File: src/design/bufu_pkg.sv
package bufu_pkg;

   localparam int unsigned BYTE_W = 8;
   localparam int unsigned FILL_W = 8;

   typedef enum logic [1:0] {
      MODE_LINE_RX = 2'd0,
      MODE_HOST_RD = 2'd1,
      MODE_HOST_WR = 2'd2,
      MODE_TX_DONE = 2'd3
   } mode_type;

   // receive ring status, valid in the cycle after the transfer
   typedef struct packed {
      logic              rd_valid;
      logic              overflowed;
      logic [FILL_W-1:0] fill;
   } rx_stat_type;

   // transmit ring status, valid in the cycle after the transfer
   typedef struct packed {
      logic              send_load;
      logic              write_taken;
      logic              driver_on;
      logic [FILL_W-1:0] fill;
   } tx_stat_type;

endpackage

File: src/design/bufu_ram.sv
module bufu_ram #(
   parameter int unsigned WIDTH = 8,
   parameter int unsigned DEPTH = 64
) (
   input  logic                     clock,
   input  logic                     wr_en,
   input  logic [$clog2(DEPTH)-1:0] wr_addr,
   input  logic [WIDTH-1:0]         wr_data,
   input  logic                     rd_en,
   input  logic [$clog2(DEPTH)-1:0] rd_addr,
   output logic [WIDTH-1:0]         rd_data
);

   logic [WIDTH-1:0] mem [DEPTH];
   logic [WIDTH-1:0] rd_data_ff;

   always_ff @(posedge clock) begin
      if (wr_en) begin
         mem[wr_addr] <= wr_data;
      end
      if (rd_en) begin
         rd_data_ff <= mem[rd_addr];
      end
   end

   assign rd_data = rd_data_ff;

endmodule

File: src/design/bufu_rx_ring.sv
module bufu_rx_ring #(
   parameter int unsigned DEPTH = 64
) (
   input  logic                        clock,
   input  logic                        reset,
   input  logic                        push,
   input  logic                        pop_req,
   input  logic [bufu_pkg::BYTE_W-1:0] line_byte,
   output logic [bufu_pkg::BYTE_W-1:0] read_byte,
   output bufu_pkg::rx_stat_type       stat
);
   import bufu_pkg::*;

   localparam int unsigned AW = $clog2(DEPTH);
   localparam logic [AW-1:0] LAST_IDX = AW'(DEPTH - 1);
   localparam logic [FILL_W-1:0] DEPTH_F = FILL_W'(DEPTH);

   logic [AW-1:0]     head_ff, head_in;
   logic [AW-1:0]     tail_ff, tail_in;
   logic [FILL_W-1:0] count_ff, count_in;
   logic              ovf_ff, ovf_in;
   logic              rd_valid_ff, rd_valid_in;
   logic              pop;
   logic [FILL_W-1:0] count_inc;
   logic [BYTE_W-1:0] rd_data;

   assign pop       = pop_req && (count_ff != '0);
   assign count_inc = count_ff + FILL_W'(1);

   always_comb begin
      head_in     = head_ff;
      tail_in     = tail_ff;
      count_in    = count_ff;
      ovf_in      = ovf_ff;
      rd_valid_in = pop;
      if (push) begin
         head_in = (head_ff == LAST_IDX) ? '0 : head_ff + AW'(1);
         // count wraps to zero at depth; overflow is sticky
         if (count_inc == DEPTH_F) begin
            count_in = '0;
            ovf_in   = 1'b1;
         end else begin
            count_in = count_inc;
         end
      end else if (pop) begin
         tail_in  = (tail_ff == LAST_IDX) ? '0 : tail_ff + AW'(1);
         count_in = count_ff - FILL_W'(1);
      end
   end

   always_ff @(posedge clock) begin
      if (reset) begin
         head_ff     <= '0;
         tail_ff     <= '0;
         count_ff    <= '0;
         ovf_ff      <= 1'b0;
         rd_valid_ff <= 1'b0;
      end else begin
         head_ff     <= head_in;
         tail_ff     <= tail_in;
         count_ff    <= count_in;
         ovf_ff      <= ovf_in;
         rd_valid_ff <= rd_valid_in;
      end
   end

   bufu_ram #(
      .WIDTH(BYTE_W),
      .DEPTH(DEPTH)
   ) u_ram (
      .clock  (clock),
      .wr_en  (push),
      .wr_addr(head_ff),
      .wr_data(line_byte),
      .rd_en  (pop),
      .rd_addr(tail_ff),
      .rd_data(rd_data)
   );

   assign read_byte       = rd_valid_ff ? rd_data : '0;
   assign stat.rd_valid   = rd_valid_ff;
   assign stat.overflowed = ovf_ff;
   assign stat.fill       = count_ff;

   a_rx_count_range: assert property (@(posedge clock) disable iff (reset)
      count_ff < DEPTH_F)
      else $error("rx count reached depth");

   a_rx_read_nonempty: assert property (@(posedge clock) disable iff (reset)
      rd_valid_ff |-> ($past(count_ff) != '0) && !$past(push))
      else $error("rx read returned data from an empty ring");

endmodule

File: src/design/bufu_tx_ring.sv
module bufu_tx_ring #(
   parameter int unsigned DEPTH = 64
) (
   input  logic                        clock,
   input  logic                        reset,
   input  logic                        wr_req,
   input  logic                        done_req,
   input  logic [bufu_pkg::BYTE_W-1:0] host_byte,
   input  logic                        shifter_free,
   input  logic                        rs485_en,
   output logic [bufu_pkg::BYTE_W-1:0] send_byte,
   output bufu_pkg::tx_stat_type       stat
);
   import bufu_pkg::*;

   localparam int unsigned AW = $clog2(DEPTH);
   localparam logic [AW-1:0] LAST_IDX = AW'(DEPTH - 1);
   localparam logic [FILL_W-1:0] DEPTH_F = FILL_W'(DEPTH);

   logic [AW-1:0]     head_ff, head_in;
   logic [AW-1:0]     tail_ff, tail_in;
   logic [FILL_W-1:0] count_ff, count_in;
   logic              drv_ff, drv_in;
   logic              taken_ff, direct_ff, deq_ff;
   logic [BYTE_W-1:0] byte_ff;
   logic              full, empty, enq, direct, deq;
   logic [BYTE_W-1:0] rd_data;

   assign full   = (count_ff == DEPTH_F);
   assign empty  = (count_ff == '0);
   assign direct = wr_req && empty && shifter_free;
   assign enq    = wr_req && !full && !(empty && shifter_free);
   assign deq    = done_req && !empty;

   always_comb begin
      head_in  = head_ff;
      tail_in  = tail_ff;
      count_in = count_ff;
      drv_in   = drv_ff;
      if (enq) begin
         head_in  = (head_ff == LAST_IDX) ? '0 : head_ff + AW'(1);
         count_in = count_ff + FILL_W'(1);
      end
      if (deq) begin
         tail_in  = (tail_ff == LAST_IDX) ? '0 : tail_ff + AW'(1);
         count_in = count_ff - FILL_W'(1);
      end
      if (rs485_en && direct) begin
         drv_in = 1'b1;
      end
      if (rs485_en && done_req && empty) begin
         drv_in = 1'b0;
      end
   end

   always_ff @(posedge clock) begin
      if (reset) begin
         head_ff   <= '0;
         tail_ff   <= '0;
         count_ff  <= '0;
         drv_ff    <= 1'b0;
         taken_ff  <= 1'b0;
         direct_ff <= 1'b0;
         deq_ff    <= 1'b0;
      end else begin
         head_ff   <= head_in;
         tail_ff   <= tail_in;
         count_ff  <= count_in;
         drv_ff    <= drv_in;
         taken_ff  <= enq || direct;
         direct_ff <= direct;
         deq_ff    <= deq;
      end
   end

   always_ff @(posedge clock) begin
      byte_ff <= host_byte;
   end

   bufu_ram #(
      .WIDTH(BYTE_W),
      .DEPTH(DEPTH)
   ) u_ram (
      .clock  (clock),
      .wr_en  (enq),
      .wr_addr(head_ff),
      .wr_data(host_byte),
      .rd_en  (deq),
      .rd_addr(tail_ff),
      .rd_data(rd_data)
   );

   always_comb begin
      priority if (deq_ff) begin
         send_byte = rd_data;
      end else if (direct_ff) begin
         send_byte = byte_ff;
      end else begin
         send_byte = '0;
      end
   end

   assign stat.send_load   = deq_ff || direct_ff;
   assign stat.write_taken = taken_ff;
   assign stat.driver_on   = drv_ff;
   assign stat.fill        = count_ff;

   a_tx_count_range: assert property (@(posedge clock) disable iff (reset)
      count_ff <= DEPTH_F)
      else $error("tx count beyond depth");

   a_tx_one_source: assert property (@(posedge clock) disable iff (reset)
      $onehot0({deq_ff, direct_ff}) && !(deq_ff && taken_ff))
      else $error("tx load from two sources");

endmodule

File: src/design/buffered_uart_fifo_pair_top.sv
// Receive and transmit byte rings around a serial port. Pulse start with a
// mode (line byte in, host read, host write, transmit complete) while busy
// is low; in the cycle after, the result appears for one cycle with
// rsp_strobe high. The receiver cannot stall, so the result must be taken
// in that cycle. One item is accepted per clock while busy is low: each
// item makes at most one access to each ring RAM, and the RAM read is
// registered. busy is high only during reset and in the first cycle after
// reset; there is no clearing pass. A write to the rs485_enable register
// through the csr_ channel should be made between items only.
module buffered_uart_fifo_pair_top #(
   parameter int unsigned RX_DEPTH = 64,
   parameter int unsigned TX_DEPTH = 64
) (
   input  logic                        clock,
   input  logic                        reset,
   // item channel
   input  logic                        start,
   output logic                        busy,
   input  logic [1:0]                  req_mode,
   input  logic [bufu_pkg::BYTE_W-1:0] req_line_byte,
   input  logic                        req_line_error,
   input  logic [bufu_pkg::BYTE_W-1:0] req_host_byte,
   input  logic                        req_shifter_free,
   // result channel
   output logic                        rsp_strobe,
   output logic [bufu_pkg::BYTE_W-1:0] rsp_read_byte,
   output logic                        rsp_read_valid,
   output logic [bufu_pkg::BYTE_W-1:0] rsp_send_byte,
   output logic                        rsp_send_load,
   output logic                        rsp_write_taken,
   output logic                        rsp_driver_on,
   output logic                        rsp_rx_overflowed,
   output logic [bufu_pkg::FILL_W-1:0] rsp_rx_fill,
   output logic [bufu_pkg::FILL_W-1:0] rsp_tx_fill,
   // configuration
   input  logic                        csr_valid,
   output logic                        csr_ready,
   input  logic                        csr_rs485_enable
);
   import bufu_pkg::*;

   logic        busy_ff;
   logic        strobe_ff;
   logic        rs485_en_ff;
   logic        accept;
   logic        rx_push, rx_pop, tx_wr, tx_done;
   rx_stat_type rx_stat;
   tx_stat_type tx_stat;

   // busy is set during reset and clears once reset is released
   always_ff @(posedge clock) begin
      if (reset) begin
         busy_ff <= 1'b1;
      end else begin
         busy_ff <= 1'b0;
      end
   end

   assign busy      = busy_ff;
   assign csr_ready = 1'b1;
   assign accept    = start && !busy_ff;

   always_ff @(posedge clock) begin
      if (reset) begin
         rs485_en_ff <= 1'b1;
      end else if (csr_valid) begin
         rs485_en_ff <= csr_rs485_enable;
      end
   end

   // mode decode; every ring state change happens at the accepting edge
   always_comb begin
      rx_push = 1'b0;
      rx_pop  = 1'b0;
      tx_wr   = 1'b0;
      tx_done = 1'b0;
      unique case (mode_type'(req_mode))
         MODE_LINE_RX: rx_push = accept && !req_line_error;
         MODE_HOST_RD: rx_pop  = accept;
         MODE_HOST_WR: tx_wr   = accept;
         MODE_TX_DONE: tx_done = accept;
         default: ;
      endcase
   end

   always_ff @(posedge clock) begin
      if (reset) begin
         strobe_ff <= 1'b0;
      end else begin
         strobe_ff <= accept;
      end
   end

   bufu_rx_ring #(
      .DEPTH(RX_DEPTH)
   ) u_rx (
      .clock    (clock),
      .reset    (reset),
      .push     (rx_push),
      .pop_req  (rx_pop),
      .line_byte(req_line_byte),
      .read_byte(rsp_read_byte),
      .stat     (rx_stat)
   );

   bufu_tx_ring #(
      .DEPTH(TX_DEPTH)
   ) u_tx (
      .clock       (clock),
      .reset       (reset),
      .wr_req      (tx_wr),
      .done_req    (tx_done),
      .host_byte   (req_host_byte),
      .shifter_free(req_shifter_free),
      .rs485_en    (rs485_en_ff),
      .send_byte   (rsp_send_byte),
      .stat        (tx_stat)
   );

   assign rsp_strobe        = strobe_ff;
   assign rsp_read_valid    = rx_stat.rd_valid;
   assign rsp_rx_overflowed = rx_stat.overflowed;
   assign rsp_rx_fill       = rx_stat.fill;
   assign rsp_send_load     = tx_stat.send_load;
   assign rsp_write_taken   = tx_stat.write_taken;
   assign rsp_driver_on     = tx_stat.driver_on;
   assign rsp_tx_fill       = tx_stat.fill;

   a_flags_need_strobe: assert property (@(posedge clock) disable iff (reset)
      (rx_stat.rd_valid || tx_stat.send_load || tx_stat.write_taken) |-> strobe_ff)
      else $error("result flag without a transfer");

endmodule
File: config.mk
export PLATFORM = sky130hd
export DESIGN_NAME = buffered_uart_fifo_pair_top
export DESIGN_NICKNAME = d
export VERILOG_FILES = /design/src/design/bufu_pkg.sv /design/src/design/bufu_ram.sv /design/src/design/bufu_rx_ring.sv /design/src/design/bufu_tx_ring.sv /design/src/design/buffered_uart_fifo_pair_top.sv
export SDC_FILE = /design/constraint.sdc
export NUM_CORES = 1
export LEC_CHECK = 0
export BUFFER_PORTS_ARGS = -buffer_cell sky130_fd_sc_hd__buf_2
export CORE_ASPECT_RATIO = 0.8
export CORE_MARGIN = 3
export CORE_UTILIZATION = 65
export CTS_CLUSTER_SIZE = 10
export DETAILED_ROUTE_END_ITERATION = 10
export PLACE_DENSITY = 0.93
export SLEW_MARGIN = 30
export SYNTH_ARGS = -nofsm -noshare
export SYNTH_HDL_FRONTEND = slang
export SYNTH_HIERARCHICAL = 1
export SYNTH_SLANG_ARGS = --single-unit
File: constraint.sdc
create_clock -name clock -period 8.04 [get_ports clock]
set_input_delay 2.01 -clock clock [delete_from_list [all_inputs] [get_ports clock]]
set_output_delay 2.01 -clock clock [all_outputs]
set_load 0.01 [all_outputs]
* After elaboration in Yosys (flattened, before gate mapping) *
Memories as Yosys holds them, arrays and structs flattened. A register that Yosys moved wholly into a read port is not among the register bits.
Index checks and enable logic that the tools add are counted.

word-level totals
  bits in registers = 57
  memory bits (writable) = 1024
  input port bits = 25
  logic and storage cells = 84
  memories kept = 2

cells by class
  $add $sub $neg = 8
  equal/unequal tests = 9
  mux-type cells = 21
  bitwise logic cells = 1
  reductions and logical operators = 27

memories
  memory          depth  bits a word  read ports  clocked after memory_dff  write ports  RTL line        RTL
  u_rx.u_ram.mem  64     8            1           1                         1            bufu_ram.sv:14  logic [WIDTH-1:0] mem [DEPTH];
  u_tx.u_ram.mem  64     8            1           1                         1            bufu_ram.sv:14

operators with widths
  cell                                                                 number
  8-bit two-way mux                                                    8
  6-bit by 1-bit adder with 6-bit output (second input constant)       4
  6-bit == test (second input constant)                                4
  6-bit two-way mux                                                    4
  8-bit by 1-bit adder with 8-bit output (second input constant)       2
  8-bit by 7-bit == test with 1-bit output (second input constant)     2
  8-bit by 1-bit subtractor with 8-bit output (second input constant)  2
  1-bit logical AND                                                    12
  1-bit two-way mux                                                    9
  8-bit zero test                                                      1
  8-bit nonzero test                                                   1
  1-bit zero test                                                      5
  2-bit == test (second input constant)                                2
  2-bit AND reduction                                                  2
  2-bit nonzero test                                                   2
  2-bit by 1-bit == test with 1-bit output (second input constant)     1
  2-bit zero test                                                      1
  1-bit logical OR                                                     2
  2-bit OR reduction                                                   1
  1-bit inverter                                                       1

* Depth between registers and ports, before layout *
  depth after elaboration = 7
  gate-level depth with buffers = 10
  depth with buffers taken out = 8

* Modules after synthesis *
Netlist, hierarchy kept.

modules (own cells, without submodules)
  module                       instances  cells each  area an instance (sq um)  seq. area each (sq um)
  bufu_ram                     2          940         20246.9                   15615.0
  bufu_tx_ring                 1          191         1606.5                    640.6
  bufu_rx_ring                 1          159         1350.0                    440.4
  buffered_uart_fifo_pair_top  1          13          152.6                     60.1

* Least setup slack after synthesis *
OpenSTA, ideal clock, no wires.

  path type = in2reg
  from = input port start
  to = memory u_tx.u_ram.mem[62][0], enable pin
  setup time = 370 ps
  data arrival time = 3729 ps
  path slack = 3940 ps
  stages on the path = 8
  cells stage by stage = nand2b_4 -> nor3b_2 -> clkbuf_1 -> o31ai_4 -> inv_2 -> nor2b_1 -> nand3_1 -> nor2_1

on the way
  cells in the longest elaborated chain, start to end = 6

RTL lines
  item                                     RTL line                           RTL
  start: declaration                       buffered_uart_fifo_pair_top.sv:17  input logic start,
  1-bit logical AND                        buffered_uart_fifo_pair_top.sv:61  assign accept = start && !busy_ff;
  1-bit two-way mux                        buffered_uart_fifo_pair_top.sv:77  unique case (mode_type'(req_mode))
  via tx_wr                                buffered_uart_fifo_pair_top.sv:46  logic rx_push, rx_pop, tx_wr, tx_done;
  1-bit logical AND (2 in a row)           bufu_tx_ring.sv:32                 assign enq = wr_req && !full && !(empty && shifter_free);
  via u_tx.enq                             bufu_tx_ring.sv:26                 logic full, empty, enq, direct, deq;
  1-bit two-way mux                        bufu_ram.sv:18                     if (wr_en) begin
  1-bit two-way mux (not written as such)  bufu_ram.sv:19                     mem[wr_addr] <= wr_data;
  end: declaration                         bufu_ram.sv:14

The timed path passes the listed nets, and every way through them passes these cells.

* Worst setup path after layout *
  from = input port start
  to = memory u_tx.u_ram.mem[16][3], enable pin

The elaborated chain is that of the path after synthesis.

==> summary.md <==
| Metric | Value |
|---|---|
| Status | `finished, final reports clean` |
| CP Data Arrival Time | `4.96 ns` |
| Initial antenna violation count | `3` |
| Post-cts sizing count | `0` |
| First-pass GRT wire length | `approximately 180 mm` |
| Hpwl dp | `62.4 mm` |
| VDD IR max | `0.000208 V` |
| FMAX | `around 220 MHz` |
| Ys async rst share | `0` |
| GR Overflow Total | `0` |
| Residual DRC | `0` |
| Dominant cells by area after synthesis | `edfxtp_1, mux4_2, dfxtp_1` |
| YS warnings | `6` |
| FP Rows | `84` |
| Hold Buf Count CTS | `0` |
| Post CTS Setup Buffer Count | `0` |
| Max clock buf depth | `3` |
| Switching power | `about 2.4 mW` |
| Worst setup margin | `3.42 ns` |
| CP endpoint kind | `flop` |
| DR iter-0 viols | `5385` |
| Synth Cell Area | `0.0436 mm^2` |
| Period utilisation layout | `0.575` |
| Area leader, netlist | `edfxtp_1` |
| Commonest cells post-synth | `edfxtp_1, mux4_2, nor2_1, nand2_1, dfxtp_1` |
| Reg power frac | `0.549` |
| CTS tree | `yes` |
| Initial core utilization | `0.660` |
| Largest net degree at the start of global routing | `93` |
| I/O pins | `65` |
| MaxCap Viol Count | `0` |
| CP delay by family, top | `simple AND/OR/NAND/NOR gates` |
| Routed wire length per instance | `37.4 um` |
| Ys flop type | `edfxtp_1` |
| Slew margin rel. | `0.340` |
| Slew Viols, Final | `0` |
| Hold WC Path Type | `flop to flop` |
| Synth Register Bits | `1097` |
| R2r setup slk | `roughly 4.1 ns` |
| GP Congestion | `about 0.89` |
| Vias in the first global route | `roughly 25000` |
| Clock Tree Root | `clkbuf_16` |
| Sinks on Clock Net | `approximately 1100` |
| Number of synthesized flops with an enable pin | `1040` |
| Worst path cell trace | `buf_2, nand2b_4, nor3b_2, o31ai_4, inv_2, nor2b_1, nand2_1, nor2_1` |
| PortBufs | `63` |
| Layout cells sized above 1 | `0.222` |
| Tot GR Track Use | `0.354` |
| Fin. Hold Viols | `0` |
| Critical R2R Capture | `u_tx/u_ram/rd_data[4]$_DFFE_PP_` |
| Clk Latency, worst-skew pair | `0.72 ns` |
| Startpoint Class | `primary input` |
| Setup-failing EPs final | `0` |
| Final ANT Viol Nets | `0` |
| Most frequent cell after synthesis | `edfxtp_1` |
| Die width | `296 um` |
| Critical path class | `primary input to flop` |
| Worst hold start | `u_rx/ovf_ff$_SDFFE_PP0P_` |
| Clock slew at reported path FFs | `0.06 ns` |
| RSZ-0062 raised after global routing | `no` |
| P per Cell Area | `approximately 240 mW/mm^2` |
| Via count | `25500` |
| WHS Endpoint | `u_rx/ovf_ff$_SDFFE_PP0P_` |
| R2r startpoint | `u_tx/tail_ff[1]$_SDFFE_PP0P_` |
| Worst slack, placed | `a little under 3 ns` |
| Final Skew | `approximately 0.094 ns` |
| CP Buf/Inv Count | `2` |
| Slowest CP cell | `nor2_1` |
| DRT Pass-1 Iters | `6` |
| Fin Setup TNS | `0 ns` |
| Sw Share | `0.209` |
| Synthesized area per cell | `around 19 um^2` |
| Area grow syn2layout | `9.96%` |
| CORE AREA | `0.0661 mm^2` |
| Combinational cell fraction of total power | `0.015` |
| Worst Path Max Fanout | `14` |
| Yosys cell types | `75` |
| Top-area cell type share of the netlist area | `0.716` |
| Final min period | `around 4.6 ns` |
| Syn nets | `~2300` |
| Hold path cells | `1` |
| Worst reg-to-reg path cell count | `6` |
| Crit path largest cell delay | `0.85 ns` |
| Min Hold Slack | `0.559 ns` |
| Final #Nets | `about 2400` |
| Total Routed Length | `122 mm` |
| Cells after Synth | `between 2000 and 2500` |
| Lkg Pwr | `14.4 nW` |
| Share of total power in the clock network | `0.437` |
| Least-Margin Pin Slew | `0.989 ns` |
| H-tree Lvls | `3` |
| Total CTS buffers | `119` |
| CP required | `8.38 ns` |
| Die Height | `238 um` |
| Internal | `9.02 mW` |
| Die ar. | `approximately 0.070 mm^2` |
| Via/cell ratio | `7.81` |
| Sequential-to-total area share from yosys stat | `0.742` |
==> power by group through the flow <==
stage	Clock, mW	Sequential, mW	Combinational, mW
after detailed placement	0	6.38	0.157
after global routing	5.19	6.26	0.172
after CTS	4.98	6.26	0.161
after global placement	0	6.38	0.151
final	4.98	6.26	0.166
after floorplan	0	6.38	0.0391
==> sequential cells by signal, indices dropped and copies added, names as in the netlist <==
name	cells
u_rx/head_ff	6
u_tx/head_ff	6
u_tx/u_ram/rd_data	8
u_tx/count_ff	8
u_tx/direct_ff	1
u_rx/tail_ff	6
u_rx/count_ff	8
u_rx/u_ram/rd_data	8
u_tx/tail_ff	6
u_tx/drv_ff	1
rsp_strobe	1
u_tx/deq_ff	1
u_rx/u_ram/mem	512
rs485_en_ff	1
u_tx/u_ram/mem	512
u_tx/taken_ff	1
u_tx/byte_ff	8
u_rx/rd_valid_ff	1
busy	1
u_rx/ovf_ff	1
==> layout by cell type (no fill, tap or decap), drive strengths merged, types with 18 or more instances in the layout <==
cell,Yosys,routed
nor2b,34,34
nand3,33,33
nor3,22,22
o22ai,18,18
nand2,75,75
a21oi,24,24
dfxtp,57,57
nor2,208,208
mux2i,48,48
clkbuf,47,186
mux4,252,252
nand2b,19,19
buf,81,92
edfxtp,1040,1040
o21ai,21,21
mux2,28,28
==> stage by stage <==
step | std cells | utilization | power (mW) | cell area (um^2)
2_1_floorplan | 2243 | - | 6.42 | 43600
3_3_place_gp | 3065 | 0.673 | 6.53 | 44500
3_5_place_dp | 3065 | 0.673 | 6.53 | 44500
4_1_cts | 3259 | 0.724 | 11.4 | 47900
5_1_grt | 3261 | 0.725 | 11.6 | 47900
6_report | 3262 | 0.725 | 11.4 | 47900
==> kinds of logic after synthesis <==
| family | share of synthesized area |
|---|---|
| AO/OA/AOI/OAI | 0.0320 |
| XOR/XNOR | 0.00542 |
| adder cells (fa/ha/maj) | 0.00258 |
| buffers and inverters | 0.0191 |
| flip-flops | 0.742 |
| multiplexers | 0.148 |
| other | 0.0000860 |
| AND/OR/NAND/NOR | 0.0500 |
==> worst max-delay path by stage <==
stage               start                              end  slack (ns)  cells past startpoint
floorplan           start  u_tx/u_ram/mem[62][0]$_DFFE_PP_        3.94                      8
global placement    start  u_tx/u_ram/mem[14][3]$_DFFE_PP_        3.19                      8
detailed placement  start  u_tx/u_ram/mem[62][0]$_DFFE_PP_        2.98                      8
CTS                 start   u_tx/u_ram/mem[2][0]$_DFFE_PP_        3.63                      8
global route        start  u_tx/u_ram/mem[62][2]$_DFFE_PP_        3.38                      8
finish              start  u_tx/u_ram/mem[16][3]$_DFFE_PP_        3.42                      8
==> layout make-up <==
class	instances	area (um^2)
Antenna cell	1	2.50
Fill cell	3231	18200
Sequential cell	1097	32400
Clock buffer	186	3230
Multi-Input combinational cell	1006	10400
Timing Repair Buffer	92	586
Tap cell	860	1080
Inverter	12	47.5
Clock inverter	8	173
==> routing by layer <==
metal | track usage | wire length (um) | vias up
met3 | 0.0974 | 19900 | 562
met2 | 0.540 | 56500 | 3057
li1 | - | - | 9317
met1 | 0.500 | 39200 | 12500
met4 | 0.139 | 6360 | 2
met5 | 0 | 9 | -
Power figures use the tool's default switching activity.
